==> src/rtl/rob_pkg.sv <==
// ---------------------------------------------------------------------------
// rob_pkg: shared types and constants of the over compositor
// Pixel layout, lane count, pipeline depth and the stage payload structs.
// ---------------------------------------------------------------------------
`timescale 1ns / 1ps

package rob_pkg;

    localparam int PIX_W      = 32;
    localparam int CHAN_W     = 8;
    localparam int NUM_LANES  = 3;             // r, g, b
    localparam int WEIGHT_W   = 16;            // holds 255*255
    localparam int NUM_W      = WEIGHT_W + CHAN_W;
    localparam int QUOT_W     = CHAN_W;
    localparam int DIV_STAGES = QUOT_W;        // one quotient bit per stage
    // weight stage, numerator stage, divider stages, output register
    localparam int STAGES     = DIV_STAGES + 3;

    localparam logic [CHAN_W-1:0] CHAN_MAX = 8'd255;

    typedef logic [NUM_LANES-1:0][CHAN_W-1:0] chan_arr_t;

    typedef struct packed {
        logic [WEIGHT_W-1:0] fa;     // front alpha * 255
        logic [WEIGHT_W-1:0] bw;     // back alpha * (255 - front alpha)
        logic [WEIGHT_W-1:0] den;    // combined weight
    } weight_t;

    typedef struct packed {
        logic              zero;     // both alphas zero
        logic [CHAN_W-1:0] alpha;    // composite alpha
    } alpha_t;

    // color byte that feeds a lane: lane 0 is red in the top byte
    function automatic logic [CHAN_W-1:0] chan_byte(input logic [PIX_W-1:0] px,
                                                    input int lane);
        return px[CHAN_W*(NUM_LANES-lane) +: CHAN_W];
    endfunction

endpackage

==> src/rtl/rob_weight.sv <==
// ---------------------------------------------------------------------------
// rob_weight: alpha weight stage
// Registers the front and back weights and color bytes, and derives the
// composite alpha from the combined weight.
// ---------------------------------------------------------------------------
`timescale 1ns / 1ps

module rob_weight (
    input  logic                        clk,
    input  logic                        en,
    input  logic [rob_pkg::PIX_W-1:0]   front_pixel,
    input  logic [rob_pkg::PIX_W-1:0]   back_pixel,
    output rob_pkg::weight_t            weight,
    output rob_pkg::chan_arr_t          front_chan,
    output rob_pkg::chan_arr_t          back_chan,
    output rob_pkg::alpha_t             alpha_info
);
    import rob_pkg::*;

    logic [CHAN_W-1:0]   aa;
    logic [CHAN_W-1:0]   ab;
    weight_t             weight_next;
    weight_t             weight_reg;
    chan_arr_t           front_chan_next;
    chan_arr_t           back_chan_next;
    chan_arr_t           front_chan_reg;
    chan_arr_t           back_chan_reg;
    logic [WEIGHT_W-1:0] alpha_sum;

    assign aa = front_pixel[CHAN_W-1:0];
    assign ab = back_pixel[CHAN_W-1:0];

    // weights: aa*255 as a shift and subtract, one 8x8 product for the back
    always_comb
    begin
        weight_next.fa  = {aa, {CHAN_W{1'b0}}} - WEIGHT_W'(aa);
        weight_next.bw  = WEIGHT_W'(ab) * WEIGHT_W'(CHAN_MAX - aa);
        weight_next.den = weight_next.fa + weight_next.bw;
        for (int l = 0; l < NUM_LANES; l++)
        begin
            front_chan_next[l] = chan_byte(front_pixel, l);
            back_chan_next[l]  = chan_byte(back_pixel, l);
        end
    end

    // stage register
    always_ff @(posedge clk)
    begin
        if (en)
        begin
            weight_reg     <= weight_next;
            front_chan_reg <= front_chan_next;
            back_chan_reg  <= back_chan_next;
        end
    end

    // den / 255 for den up to 255*255, where the 16-bit sum cannot wrap: (den + (den >> 8) + 1) >> 8
    assign alpha_sum = weight_reg.den + WEIGHT_W'(weight_reg.den[WEIGHT_W-1:CHAN_W])
                       + WEIGHT_W'(1);

    assign alpha_info.alpha = alpha_sum[WEIGHT_W-1:CHAN_W];
    assign alpha_info.zero  = (weight_reg.den == '0);

    assign weight     = weight_reg;
    assign front_chan = front_chan_reg;
    assign back_chan  = back_chan_reg;

endmodule

==> src/rtl/rob_lane.sv <==
// ---------------------------------------------------------------------------
// rob_lane: one color channel lane
// Forms the weighted numerator, then divides it by the combined weight in
// a restoring divider pipeline that settles one quotient bit per stage.
// ---------------------------------------------------------------------------
`timescale 1ns / 1ps

module rob_lane (
    input  logic                             clk,
    input  logic [rob_pkg::DIV_STAGES:0]     en,   // [0] numerator, [s+1] divider stage s
    input  logic [rob_pkg::CHAN_W-1:0]       front_chan,
    input  logic [rob_pkg::CHAN_W-1:0]       back_chan,
    input  rob_pkg::weight_t                 weight,
    output logic [rob_pkg::QUOT_W-1:0]       quot
);
    import rob_pkg::*;

    logic [NUM_W-1:0]    num_next;
    // rem_reg[0] / den_reg[0] come from the numerator stage,
    // rem_reg[s+1] / den_reg[s+1] from divider stage s
    logic [NUM_W-1:0]    rem_reg [DIV_STAGES];
    logic [WEIGHT_W-1:0] den_reg [DIV_STAGES];
    logic [QUOT_W-1:0]   q_reg   [DIV_STAGES];

    // numerator: ca*fa + cb*bw, never beyond 255 * den
    assign num_next = NUM_W'(front_chan) * NUM_W'(weight.fa)
                    + NUM_W'(back_chan) * NUM_W'(weight.bw);

    always_ff @(posedge clk)
    begin
        if (en[0])
        begin
            rem_reg[0] <= num_next;
            den_reg[0] <= weight.den;
        end
    end

    // divider stages, msb first
    for (genvar s = 0; s < DIV_STAGES; s++)
    begin : g_div
        localparam int B = QUOT_W - 1 - s;

        logic [NUM_W-1:0]  dsh;
        logic              ge;
        logic [QUOT_W-1:0] q_in;
        logic [QUOT_W-1:0] q_next;

        assign dsh = NUM_W'(den_reg[s]) << B;
        assign ge  = (rem_reg[s] >= dsh);

        if (s == 0)
        begin : g_first
            assign q_in = '0;
        end
        else
        begin : g_rest
            assign q_in = q_reg[s-1];
        end

        always_comb
        begin
            q_next    = q_in;
            q_next[B] = ge;
        end

        always_ff @(posedge clk)
        begin
            if (en[s+1])
            begin
                q_reg[s] <= q_next;
            end
        end

        // partial remainder and divisor move on, except after the last bit
        if (s < DIV_STAGES - 1)
        begin : g_rem
            logic [NUM_W-1:0] rem_next;

            assign rem_next = ge ? (rem_reg[s] - dsh) : rem_reg[s];

            always_ff @(posedge clk)
            begin
                if (en[s+1])
                begin
                    rem_reg[s+1] <= rem_next;
                    den_reg[s+1] <= den_reg[s];
                end
            end
        end
    end

    assign quot = q_reg[DIV_STAGES-1];

endmodule

==> src/rtl/rob_merge.sv <==
// ---------------------------------------------------------------------------
// rob_merge: lane merge and output register
// Carries the composite alpha alongside the lanes and packs the channel
// quotients and alpha into the result pixel, zero when both alphas are zero.
// ---------------------------------------------------------------------------
`timescale 1ns / 1ps

module rob_merge (
    input  logic                              clk,
    input  logic [rob_pkg::DIV_STAGES+1:0]    en,   // [0..DIV_STAGES] delay, top bit output
    input  rob_pkg::alpha_t                   alpha_info,
    input  rob_pkg::chan_arr_t                quot,
    output logic [rob_pkg::PIX_W-1:0]         blended_pixel
);
    import rob_pkg::*;

    localparam int DLY = DIV_STAGES + 1;

    alpha_t             alpha_reg [DLY];
    logic [PIX_W-1:0]   pixel_next;
    logic [PIX_W-1:0]   pixel_reg;

    // alpha delay line, in step with the numerator and divider stages
    for (genvar k = 0; k < DLY; k++)
    begin : g_dly
        always_ff @(posedge clk)
        begin
            if (en[k])
            begin
                alpha_reg[k] <= (k == 0) ? alpha_info : alpha_reg[(k == 0) ? 0 : k - 1];
            end
        end
    end

    // pack lanes, lane 0 (red) in the top byte
    always_comb
    begin
        pixel_next = '0;
        for (int l = 0; l < NUM_LANES; l++)
        begin
            pixel_next[PIX_W-1-CHAN_W*l -: CHAN_W] = quot[l];
        end
        pixel_next[CHAN_W-1:0] = alpha_reg[DLY-1].alpha;
        if (alpha_reg[DLY-1].zero)
        begin
            pixel_next = '0;
        end
    end

    // output register
    always_ff @(posedge clk)
    begin
        if (en[DLY])
        begin
            pixel_reg <= pixel_next;
        end
    end

    assign blended_pixel = pixel_reg;

endmodule

==> src/rtl/rgba_over_blend.sv <==
// ---------------------------------------------------------------------------
// rgba_over_blend: Porter-Duff over composite of straight-alpha RGBA8888
// Takes one front/back pixel pair per clock while not stalled and returns
// its exact integer over composite, with results in order: the weight
// stage loads at acceptance, then one numerator stage, eight divider stages
// (one quotient bit each) and the output register. Three channel lanes run
// side by side and merge with the alpha at the output. Each stage holds its
// transaction until the next one frees up, so input stalls only when the
// whole pipeline is full and the output is held back.
// ---------------------------------------------------------------------------
`timescale 1ns / 1ps

module rgba_over_blend (
    input  logic                        clk,
    input  logic                        rst_n,
    input  logic                        in_valid,
    output logic                        in_ready,
    input  logic [rob_pkg::PIX_W-1:0]   front_pixel,
    input  logic [rob_pkg::PIX_W-1:0]   back_pixel,
    output logic                        out_valid,
    input  logic                        out_ready,
    output logic [rob_pkg::PIX_W-1:0]   blended_pixel
);
    import rob_pkg::*;

    logic [STAGES-1:0] valid_reg;
    logic [STAGES-1:0] valid_next;
    logic [STAGES-1:0] stage_en;
    weight_t           weight;
    chan_arr_t         front_chan;
    chan_arr_t         back_chan;
    alpha_t            alpha_info;
    chan_arr_t         quot;

    // a stage loads when it is empty or its successor loads
    always_comb
    begin
        stage_en[STAGES-1] = !valid_reg[STAGES-1] || out_ready;
        for (int k = STAGES - 2; k >= 0; k--)
        begin
            stage_en[k] = !valid_reg[k] || stage_en[k+1];
        end
    end

    // transaction valid bits follow the payload
    always_comb
    begin
        valid_next = valid_reg;
        for (int k = 0; k < STAGES; k++)
        begin
            if (stage_en[k])
            begin
                valid_next[k] = (k == 0) ? in_valid : valid_reg[(k == 0) ? 0 : k - 1];
            end
        end
    end

    always_ff @(posedge clk or negedge rst_n)
    begin
        if (!rst_n)
        begin
            valid_reg <= '0;
        end
        else
        begin
            valid_reg <= valid_next;
        end
    end

    assign in_ready  = stage_en[0];
    assign out_valid = valid_reg[STAGES-1];

    // weight stage
    rob_weight u_weight (
        .clk         (clk),
        .en          (stage_en[0]),
        .front_pixel (front_pixel),
        .back_pixel  (back_pixel),
        .weight      (weight),
        .front_chan  (front_chan),
        .back_chan   (back_chan),
        .alpha_info  (alpha_info)
    );

    // color lanes
    for (genvar l = 0; l < NUM_LANES; l++)
    begin : g_lane
        rob_lane u_lane (
            .clk        (clk),
            .en         (stage_en[DIV_STAGES+1:1]),
            .front_chan (front_chan[l]),
            .back_chan  (back_chan[l]),
            .weight     (weight),
            .quot       (quot[l])
        );
    end

    // merge and output register
    rob_merge u_merge (
        .clk           (clk),
        .en            (stage_en[STAGES-1:1]),
        .alpha_info    (alpha_info),
        .quot          (quot),
        .blended_pixel (blended_pixel)
    );

endmodule

==> config.mk <==
export PLATFORM = sky130hd
export DESIGN_NAME = rgba_over_blend
export DESIGN_NICKNAME = d
export VERILOG_FILES = /design/src/rtl/rob_pkg.sv /design/src/rtl/rob_weight.sv /design/src/rtl/rob_lane.sv /design/src/rtl/rob_merge.sv /design/src/rtl/rgba_over_blend.sv
export SDC_FILE = /design/constraint.sdc
export NUM_CORES = 2
export LEC_CHECK = 0
export ABC_AREA = 0
export BUFFER_PORTS_ARGS = -buffer_cell sky130_fd_sc_hd__buf_2
export CORE_MARGIN = 5
export CORE_UTILIZATION = 45
export CTS_CLUSTER_SIZE = 24
export DETAILED_ROUTE_END_ITERATION = 8
export HOLD_SLACK_MARGIN = 0.05
export PLACE_DENSITY = 0.56
export SETUP_SLACK_MARGIN = 0.15
export SYNTH_ARGS = -nofsm -noshare
export SYNTH_HDL_FRONTEND = slang
export SYNTH_HIERARCHICAL = 1
export SYNTH_SLANG_ARGS = --single-unit
==> constraint.sdc <==
create_clock -name clk -period 8.3 [get_ports clk]
set_input_delay 0.83 -clock clk [delete_from_list [all_inputs] [get_ports clk]]
set_output_delay 0.83 -clock clk [all_outputs]
set_load 0.01 [all_outputs]
==> results.md <==
- Run status: completed
- Max-Cap Viols: 0
- Hold Violations, Final: 0
- Final min period: approximately 7100 ps
- Final Setup Violations: 0
- H-tree levels: 4
- Hold-fix buffers, CTS: 1
- Netlist cell types: 110
- WP data required: between 8000 and 9000 ps
- Final Non-Filler Cells: roughly 11,000
- GR peak layer: met2
- Grt met1 use: 25.6%
- Layout net count: 9,667
- Yosys warns: 6
- Global-route wire length before repair: 317 mm
- Post-CTS Resized: 0
- CP Launch Type: flip-flop
- Total GRT Usage: 18.9%
- Top_reg_cell synth: edfxtp_1
- Initial antenna violation count: 1
- HP Class: in -> reg
- Main combinational cell family by area after synthesis: adder cells
- Most common cell in the netlist: edfxtp_1
- Cts bufs inserted: 149
- Period utilization: 85.7%
- Initial DRC count: 3,126
- Vias in the first global route: roughly 58,000
- Final WL: 196 mm
- Die footprint: roughly 0.21 sq mm
- Setup tns final: 0 ps
- Synthesized flop and latch total: around 1,300
- Share of layout cells above drive strength 1: a little over 6%
- Post-synthesis mux area share: 1.07%
- Placer Congestion: 0.878
- Chip Height: 458 um
- FMAX: 0.141 GHz
- CTS root buffer: clkbuf_16
- Crit. End Element: flip-flop
- Final ANT Viol Nets: 0
- Clk slew on worst S/H paths: 70 ps
- Core area: approximately 0.2 sq mm
- Hpwl dp: 152 mm
- Clock skew: approximately 42 ps
- CP Max Fanout: 20
- Area Overhead vs Synth: 9.66%
- Synth Area in Adders: approximately a quarter
- Dominant cell type by area after synthesis: edfxtp_1
- Fill cells: 17,766
- Met3 Use GR: 2.50%
- Number of flip-flops under the largest register name: ~580
- Register area share after synthesis: 42.8%
- Clock latency on the worst-skew pair: 810 ps
- Syn_nets: between 9,000 and 10,000
- Antenna cells: 0
- Via-to-Cell Ratio: between 5 and 6
- Die X: 458 um
- Inst Count DP: 10,763
- Post-Synth Simple-Gate Area: 12.3%
- Vias: 56,852
- Max_slew headroom: 19.9%
- Worst setup path class: reg -> reg
- Synth top cells by count: 1,277 x edfxtp_1, 1,251 x inv_1, 759 x nand2_1
- Cell row count: between 150 and 200
- IO buf count: 101
- Gr ovfl total: 0
- Max Slew Vio Count: 0
- Hold WS: 192 ps
- Clock sinks: 1,288
- EDFF count, synth: 1,277
- Post-Synthesis Cells: 8,098
- Mapped Avg Cell Area: 11.1 sq um
- Initial core utilization: 45.2%
- Yosys top cell area share: 42.5%
- Largest net degree at the start of global routing: around 140
- Dominant cells by area after synthesis: edfxtp_1 42%, fa_1 15%, ha_1 9.1%
- Post-Synth XOR/XNOR Area: 4.08%
- DRC viols: 0
- WP data arrival: 7640 ps
- TritonCTS clock tree: done
- Max Buffers Root-to-Sink: 3
- Synthesized cell area: around 0.09 sq mm
- Drt first pass iters: 5
- Unrepaired setup endpoints after global routing: false
- Avg WL per Cell: between 15 and 20 um
- Num ports: 102
- Worst-Margin Slew: 1200 ps
- Synth Area in Compound Gates: 9.48%
- Met2 GRT Util: approximately a third
- Setup bufs post-CTS: 0
- Ys async rst share: 0.854%
-- through the flow --
step / utilization, % / instance area (sq um) / setup WS [ps]
floorplan: - / 90200 / 1300
global placement: 47.1 / 94000 / 1380
detailed placement: 47.1 / 94000 / 1210
CTS: 49.6 / 99000 / 1170
global route: 49.6 / 99000 / 780
finish: 49.6 / 99000 / 1190
-- per-layer routing --
layer	wire length [um]	up-vias
li1	-	27909
met1	88700	27515
met2	93600	1115
met3	7790	313
met4	6180	0
met5	0	-
-- kinds of logic (layout without fill, tap and decap cells) --
family / Yosys count / after routing
muxes: 88 / 88
buffers and inverters: 1406 / 1689
other: 1 / 1
AOI/OAI and AO/OA: 1341 / 1341
xor gates and xnor gates: 418 / 418
adders and majority gates: 1340 / 1340
DFF: 1288 / 1288
and+or+nand+nor: 2216 / 2216
-- layout by cell type (no fill, tap or decap), types with 22 or more instances in the layout --
| cell | count |
|---|---|
| ha_1 | 657 |
| mux2_2 | 33 |
| or2_2 | 22 |
| clkinv_1 | 25 |
| mux2_1 | 36 |
| o21ai_0 | 304 |
| nand3_1 | 72 |
| o21a_1 | 59 |
| xnor2_1 | 233 |
| nand2b_1 | 87 |
| o211ai_1 | 28 |
| edfxtp_1 | 1277 |
| buf_2 | 101 |
| o21ai_1 | 63 |
| o21bai_1 | 38 |
| fa_1 | 683 |
| a21o_1 | 181 |
| clkbuf_1 | 30 |
| a21oi_1 | 364 |
| or3_1 | 27 |
| a31oi_1 | 39 |
| nor2b_1 | 141 |
| nand2_1 | 757 |
| xor2_1 | 183 |
| nand4_1 | 52 |
| nor3_1 | 113 |
| a211oi_1 | 36 |
| clkbuf_16 | 151 |
| o31ai_1 | 34 |
| nor2_1 | 358 |
| inv_1 | 1250 |
| nor4_1 | 45 |
| and2_1 | 381 |
| and3_1 | 34 |
| buf_4 | 53 |
-- critical path, stage by stage, from the launching register on --
cell and delay (ps):
edfxtp_1 1140, nand2_1 180, fa_1 530, fa_1 460, fa_1 540, inv_1 50, fa_1 490, fa_1 500
inv_1 50, fa_1 480, inv_1 40, ha_1 210, or4_1 540, o211ai_1 230, o21ai_0 200, o311ai_0 490
nand3b_1 210, a311oi_1 340, xnor2_1 120
-- final timing paths --
kind | startpoint | slack, ps | to | cells after the start
max | u_weight/weight[38] | 1190 | g_lane[1].u_lane/rem_reg[0][22] | 18
min | back_pixel[30] | 190 | u_weight/back_chan[6] | 1
max reg2reg | u_weight/weight[38] | 1190 | g_lane[1].u_lane/rem_reg[0][22] | 18
min reg2reg | g_lane[0].u_lane/q_reg[0][29] | 420 | g_lane[0].u_lane/q_reg[1][5] | 0
max in group asynchronous | rst_n | 7630 | valid_reg[2] | 2
min in group asynchronous | rst_n | 460 | valid_reg[5] | 2
-- area by class of cell --
class	instances	area, sq um	share of cell area [%]
Inverter	1256	4720	4.77
Clock inverter	91	1080	1.09
Tap cell	2656	3320	3.36
Sequential cell	1288	38600	39.0
Multi-Input combinational cell	5404	46300	46.8
Timing Repair Buffer	160	1010	1.02
Clock buffer	182	3910	3.95
Power is left out: the tool's default activity adds up to more than one toggle a clock period on the data nets, which glitch-free logic cannot reach.
